### src/jls_ram.sv
// Generic single-port-write, single-read RAM with registered read.
`default_nettype none
module jls_ram #(
	parameter int WIDTH = 32,
	parameter int DEPTH = 16
) (
	input  wire logic                     clk,
	input  wire logic                     we,
	input  wire logic [$clog2(DEPTH)-1:0] waddr,
	input  wire logic [WIDTH-1:0]         wdata,
	input  wire logic [$clog2(DEPTH)-1:0] raddr,
	output logic      [WIDTH-1:0]         rdata
);
	logic [WIDTH-1:0] mem [DEPTH];
	always_ff @(posedge clk) begin
		if (we) mem[waddr] <= wdata;
		rdata <= mem[raddr];
	end
endmodule
`default_nettype wire

### config.mk
export PLATFORM = sky130hd
export DESIGN_NAME = jls_ram
export DESIGN_NICKNAME = d
export VERILOG_FILES = /design/src/jls_ram.sv
export SDC_FILE = /design/constraint.sdc
export NUM_CORES = 1
export LEC_CHECK = 0
export BUFFER_PORTS_ARGS = -buffer_cell sky130_fd_sc_hd__buf_2
export CAP_MARGIN = 20
export CELL_PAD_IN_SITES_DETAIL_PLACEMENT = 1
export CELL_PAD_IN_SITES_GLOBAL_PLACEMENT = 2
export CORE_MARGIN = 3
export CORE_UTILIZATION = 50
export DETAILED_ROUTE_END_ITERATION = 8
export GPL_TIMING_DRIVEN = 0
export HOLD_SLACK_MARGIN = 0.1
export PLACE_DENSITY = 0.88
export SETUP_SLACK_MARGIN = 0.02
export SLEW_MARGIN = 20
export SYNTH_ARGS = -nofsm -noshare
export SYNTH_HDL_FRONTEND = slang
export SYNTH_SLANG_ARGS = --single-unit
### constraint.sdc
create_clock -name clk -period 8.7 [get_ports clk]
set_input_delay 1.74 -clock clk [delete_from_list [all_inputs] [get_ports clk]]
set_output_delay 1.74 -clock clk [all_outputs]
set_load 0.005 [all_outputs]
## Yosys cells after proc, flatten, opt, wreduce, memory -nomap -nowiden

Memory sizes are Yosys's and may differ from the RTL's. A register that Yosys moved wholly into a read port is not among the register bits.
Index checks and enable logic that the tools add are counted.

- Memories kept: 1
- Output and inout port bits: 32
- Input bits: 42
- Latch bits: 0
- Register bits after elaboration: 0
- Memory bits (writable): 512
- ROM bits: 0

Memories:

| name | depth | width | read ports | clocked after memory_dff | wr ports | RTL line | text |
|---|---|---|---|---|---|---|---|
| mem | 16 | 32 | 1 | 1 | 1 | 14 | `logic [WIDTH-1:0] mem [DEPTH];` |

- $add $sub $neg: 0
- Mux-type cells: 2
- Bitwise gates (word level): 0
- Divide/modulo/power cells: 0
- Shifts and indexed selects: 0
- Equality and inequality tests: 0
- $mul: 0
- Reduce and logical (&&, ||, !) cells: 0
- Order comparisons: 0

Operators by type and width:

| cell | count |
|---|---|
| $mux 1 | 2 |

## Longest topological paths before layout

Gate-level depths: netlist (run 1).

- Depth after elaboration: 2
- Depth in mapped cells: 5

## Worst setup path before layout (run 1)

Ideal clock, no wire load.

- Path type: input -> register
- Start point: input waddr[2]
- End point: memory mem[0][0], enable pin
- Library setup time: 0.461 ns
- Cell stages on the path: 2
- Slack: 3.780 ns
- Data required time: 8.239 ns
- Arrival time: 4.458 ns
- Path through: or3b_2 > nor3_1

RTL lines:

| item | RTL line | text |
|---|---|---|
| start: declaration | 9 | `input wire logic [$clog2(DEPTH)-1:0] waddr,` |
| end: declaration | 14 |  |

No word-level cell before the write port.

## Worst setup path after layout (run 1)

- Start point: input waddr[3]
- End point: memory mem[4][2], enable pin

No word-level cell before the write port.

==> results of run 1 <==
==> sequential cells by signal (all words and copies together), names as in the netlist <==
signal and cells:
rdata 32, mem 512
==> metal layers <==
metal	share of wire (%)	track usage [%]	wire (um)
met5	0.046	0	22
met3	7.3	3.58	3460
met1	41	33.6	19600
met4	1.5	5.20	728
met2	50	37.8	23600
==> logic make-up (layout without fill, tap and decap cells) <==
kind of cell | after synthesis | after routing | synth area share (%)
AOI/OAI and AO/OA | 64 | 64 | 2.42
buffers and inverters | 43 | 248 | 1.12
DFF | 544 | 544 | 80.7
muxes | 128 | 128 | 14.5
other | 0 | 1 | 0
and+or+nand+nor | 59 | 59 | 1.27
==> worst reg2reg max path, cell delays in order, from the launching register on <==
cell and delay, ps:
edfxtp_1 390, mux4_2 480, a22oi_1 310, nand2_1 110
==> power breakdown <==
group / leakage [uW] / internal [uW] / total [uW] / switching, uW
sequential: 0.00489 / 2930 / 2950 / 17.1
combinational: 0.00177 / 112 / 277 / 165
clock: 0.000843 / 1320 / 2270 / 954
==> metrics by stage <==
stage / worst slack, ps / utilization, %
2_1_floorplan: 3780 / -
3_3_place_gp: 1100 / 53.6
3_5_place_dp: 4900 / 55.2
4_1_cts: 5490 / 59.7
5_1_grt: 5400 / 59.7
6_report: 5500 / 59.7
==> worst paths after layout <==
| kind | startpoint | slack, ps | endpoint | cells past startpoint |
|---|---|---|---|---|
| min reg2reg | mem[7][5]$_DFFE_PP_ | 680 | rdata[5]$_DFF_P_ | 3 |
| max | waddr[3] | 5500 | mem[4][2]$_DFFE_PP_ | 5 |
| max reg2reg | mem[8][0]$_DFFE_PP_ | 7270 | rdata[0]$_DFF_P_ | 3 |
| min | mem[7][5]$_DFFE_PP_ | 680 | rdata[5]$_DFF_P_ | 3 |
==> cell usage after synthesis <==
master | number | area share (%)
a22oi_1 | 64 | 2.4
and2_1 | 1 | 0.032
buf_1 | 9 | 0.17
buf_2 | 4 | 0.10
buf_4 | 11 | 0.42
buf_6 | 2 | 0.11
clkbuf_1 | 17 | 0.32
dfxtp_1 | 32 | 3.2
edfxtp_1 | 512 | 77
mux4_2 | 128 | 15
nand2_1 | 33 | 0.62
nand2b_1 | 2 | 0.063
nand3_1 | 1 | 0.025
nand3b_1 | 2 | 0.076
nor2_1 | 13 | 0.25
nor2b_1 | 2 | 0.063
nor3_1 | 4 | 0.10
or3b_2 | 1 | 0.044
==> layout make-up <==
| class | count | area [um^2] |
|---|---|---|
| Multi-Input combinational cell | 251 | 3730 |
| Antenna cell | 1 | 2.50 |
| Clock buffer | 69 | 1480 |
| Buffer | 43 | 223 |
| Timing Repair Buffer | 104 | 877 |
| Clock inverter | 32 | 256 |
| Sequential cell | 544 | 16000 |
| Tap cell | 518 | 648 |
| Fill cell | 3258 | 15700 |
==> reports/qor.yml, run 1 <==
drv_slew: 0
syn-num-nets: 880
path_class: "primary input to flip-flop"
outcome: "completed"
drtIter0Drc: 1154
clkSinkCount: 544
avgViaCountPerCell: 6.06
die-area_um2: 42100
grt_pass1_wl_um: 69600
avgSynthCellArea_um2: 23.7
insertion_delay_ps: 590
mostFrequentLayoutCell: "edfxtp_1"
min_path_type: "flip-flop to flip-flop"
report.final.hold_viol_count: 0
rsz0062_at_grt: "false"
path_clk_slew_ps: 60
num_vias: 9471
tns_ps: 0
pin_count: 74
cts_tree: "yes"
place_area_um2: 21500
antenna_found_initial: 2
finalCriticalPeriod_ps: 3200
area_growth_syn_to_layout_pct: 17.0
grt_pass1_vias: 10200
hold_buffers: 0
vdd_drop_max_v: 0.000207
layout.nets: 1041
path_delay_family: "simple AND/OR/NAND/NOR gates"
place_inst: 1460
cp-end-kind: "flip-flop"
p_leak_uw: 0.00751
cts_buffer_depth: 3
cts_root_buffer: "clkbuf_16"
grt_max_degree: 20
worst-path-buf-inv: 3
p_per_area_nw_per_um2: 237
path_cells: "buf_2 -> nand3b_1 -> nor3_2 -> buf_4 -> buf_4"
wl_per_cell_um: 30.4
holdWs_ps: 683
drive_above_1_share_pct: 33.0
cts_resized: 0
drv_cap: 0
firstDrtPassIters: 5
wirelength_um: 47400
ant_nets: 0
gr-total-overflow: 0
ys_seq_elements: 544
max_freq_mhz: 313
syn_inst: 838
critPathMostFrequentCell: "buf_4"
io_buffers: 71
grt_usage_pct: 23.1
finalPower_uw: 5490
required_ps: 8980
start_util_pct: 51.0
slowest_stage: "nor3_2"
fin_area_um2: 23200
die_w_um: 205
synth_cell_types: 18
yosysSeqAreaShare_pct: 80.7
row_count: 72
dp_hpwl_um: 30100
dieHeight_um: 205
period_share_pct: 36.7
maxSlewHeadroom_pct: 37.6
stdcell_count: 1562
setup.worst_path.start_class: "primary input"
final.setup_skew_ps: 22.4
tightestPinTransition_ps: 931
setup_viol: 0
cts_setup_buffers: 0
worst-path-max-fanout: 8
netlist_area_um2: 19900
route.detailed.drc: 0
layout_common_cells: "512 x edfxtp_1, 128 x mux4_2, 75 x buf_2, 64 x a22oi_1, 55 x clkbuf_16"
arrival_ps: 3470
slowest_delay_ps: 670
coreArea_um2: 38900
numCtsBuffers: 55
place_congestion: 0.712
yosys_warnings: 0
htreeDepth: 2
Power figures use the tool's default switching activity.
==> inputs of run 2 (changes only) <==
ABC_AREA = 1   (was unset)
CORE_UTILIZATION = 38   (was 50)
PLACE_DENSITY = 0.85   (was 0.88)
clock period = 2.6 ns   (was 8.7 ns; I/O delays follow)
==> reports/qor.yml, run 2 <==
cts_setup_buffers: 0  # unchanged
die_w_um: 251  # +22%
finalCriticalPeriod_ps: 1750
maxSlewHeadroom_pct: 30.0  # -7.6 points
grt_usage_pct: 22.3  # -0.83 points
die-area_um2: 62800  # +49%
synth_area_leader_cell: "edfxtp_1"
outcome: "completed"
hold_buffers: 0  # unchanged
drv_slew: 0  # unchanged
yosysSeqAreaShare_pct: 70.5  # -10 points
pin_count: 74  # unchanged
yosysMostFrequentCell: "nand2_1"
intPower_uw: 15100  # +250%
grt_max_degree: 21  # +5.0%
num_vias: 15600  # +65%
coreArea_um2: 59100  # +52%
tns_ps: 0  # unchanged
layout.nets: 2309  # +120%
clkSinkCount: 544  # unchanged
finalPower_uw: 19500  # +260%
final_util_pct: 44.7  # -15 points
gr-total-overflow: 0  # unchanged
period_share_pct: 67.5
tightestPinTransition_ps: 1050  # +120 ps
wirelength_um: 69700  # +47%
reg2reg_from: "mem[9][14]$_DFFE_PP_"
r2r_end: "rdata[14]$_DFF_P_"
ant_nets: 0  # unchanged
synth_cell_types: 15  # -3
ys_async_sr_fraction_pct: 0  # unchanged
arrival_ps: 2070  # -1400 ps
firstDrtPassIters: 5  # unchanged
antenna_found_initial: 0  # -2
syn-num-nets: 2162  # +150%
comb_power_share_pct: 6.9  # +1.9 points
fill_cells: 6435  # +98%
required_ps: 2920  # -6060 ps
avgViaCountPerCell: 5.06  # -17%
drv_cap: 0  # unchanged
wl_per_cell_um: 22.6  # -26%
yosys_warnings: 0  # unchanged
max_freq_mhz: 570
reg_top3: "mem: 512 flops, rdata: 32 flops"
multi_input_area_um2: 4670  # +25%
r2r_slack_ps: 1440  # -5830 ps
cts_tree: "yes"
io_buffers: 71  # unchanged
largest_reg_flops: 512  # unchanged
min_to: "mem[7][12]$_DFFE_PP_"
synth.area.top_cells: "edfxtp_1 68%, nand2_1 11%, nand3_1 8.5%"
dieHeight_um: 251  # +22%
insertion_delay_ps: 620  # +30 ps
cts_resized: 0  # unchanged
cts_root_buffer: "clkbuf_16"
setup.worst_path.start_class: "primary input"
antenna_cells: 0  # -1
ys_seq_elements: 544  # unchanged
synth_edf_count: 512  # unchanged
htreeDepth: 2  # unchanged
clkPwrFrac_pct: 42.6  # +1.3 points
layout_common_cells: "677 x nand2_1, 512 x edfxtp_1, 388 x inv_1, 385 x nand3_1, 112 x buf_2"
min_path_type: "primary input to flip-flop"
regArea_um2: 16000  # unchanged
row_count: 89  # +24%
seqPwrFrac_pct: 50.5  # -3.1 points
dp_hpwl_um: 46000  # +53%
p_leak_uw: 0.0113  # +50%
rsz0062_at_grt: "false"
report.final.hold_viol_count: 0  # unchanged
cts_buffer_depth: 3  # unchanged
path_class: "primary input to flip-flop"
syn_inst: 2120  # +150%
largest-register: "mem"
ys.flop_type: "edfxtp_1"
grt_pass1_wl_um: 104000  # +49%
drtIter0Drc: 1210  # +4.9%
vdd_drop_max_v: 0.000490  # +140%
final.setup_skew_ps: 9.11  # -13.3 ps
avgSynthCellArea_um2: 10.7  # -55%
cp-end-kind: "flip-flop"
swShare_pct: 22.7  # +2.0 points
route.detailed.drc: 0  # unchanged
holdPathStages: 1  # -2
mostFrequentLayoutCell: "nand2_1"
synth_top_area_share_pct: 67.6  # -9.8 points
path_clk_slew_ps: 60  # about the same
area_growth_syn_to_layout_pct: 16.4
power.switching_uw: 4420  # +290%
place_congestion: 0.784  # +10%
start_util_pct: 38.4  # -13 points
rr_worst_depth: 6  # +3
worst-path-max-fanout: 17  # +9
numCtsBuffers: 58  # +5.5%
holdWs_ps: 280  # -403 ps
drive_above_1_share_pct: 11.5  # -21 points
synthTopCellsByCount: "677 x nand2_1, 512 x edfxtp_1, 388 x inv_1"
grt_pass1_vias: 16800  # +65%
netlist_area_um2: 22700  # +14%
setup_viol: 0  # unchanged
p_per_area_nw_per_um2: 737  # +210%
holdCritStartpoint: "wdata[12]"
-- run 2: cell types whose count changed after synthesis, sizes merged, moves of 3 or more --
cell / before / now
a22oi: 64 / 0
mux4: 128 / 0
buf: 26 / 91
nand3: 1 / 385
nand2: 33 / 677
nor2: 13 / 17
clkbuf: 17 / 14
nor3: 4 / 0
inv: 0 / 390
-- run 2: power by group through the flow --
stage / clock network, uW / logic (uW) / registers, uW
after floorplan: 0 / 668 / 10000
after global placement: 0 / 1250 / 10000
after detailed placement: 0 / 1340 / 10000
after CTS: 8450 / 1350 / 9860
after global routing: 8800 / 1470 / 9870
final: 8310 / 1340 / 9860
-- run 2: kinds of logic after synthesis --
kind of cell	count (synthesis)	share of synthesized area, %
AND/OR/NAND/NOR	1081	20.0
flip-flops	544	70.5
buffers and inverters	495	9.54
-- run 2: per-layer routing --
metal	up-vias	routed length, um	GRT usage (%)
met3	142	3860	3.25
met4	0	2620	8.32
li1	7143	-	-
met5	-	0	0
met2	494	34300	38.8
met1	7862	28900	28.2
-- run 2: critical path, stage by stage --
cell and delay, ps:
buf_2 120, nand3b_1 400, nor2_4 730, buf_12 270
-- run 2: final cells by class --
cell class / count / area share [%]
well taps: 773 / 3.66
multi-input cells: 1081 / 17.6
clock inverters: 19 / 0.610
inverters: 390 / 5.54
repair buffers: 87 / 2.72
plain buffers: 105 / 2.65
flip-flops and latches: 544 / 60.5
clock buffers: 91 / 6.65
-- run 2: worst max-delay path by stage --
stage | from | endpoint | slack, ps
after floorplan | waddr[2] | mem[10][0]$_DFFE_PP_ | 90
after global routing | waddr[2] | mem[9][30]$_DFFE_PP_ | 800
after global placement | waddr[2] | mem[8][29]$_DFFE_PP_ | -1850
after CTS | waddr[2] | mem[8][27]$_DFFE_PP_ | 850
after detailed placement | waddr[2] | mem[8][30]$_DFFE_PP_ | 200
final | waddr[2] | mem[9][23]$_DFFE_PP_ | 850
-- run 2: metrics by stage --
| step | instance area (um^2) | setup WS (ps) | cells |
|---|---|---|---|
| CTS | 26500 | 853 | 3090 |
| global route | 26500 | 798 | 3090 |
| detailed placement | 24500 | 204 | 2980 |
| floorplan | 22700 | 87.3 | 2120 |
| global placement | 24100 | -1850 | 2964 |
| finish | 26500 | 845 | 3090 |
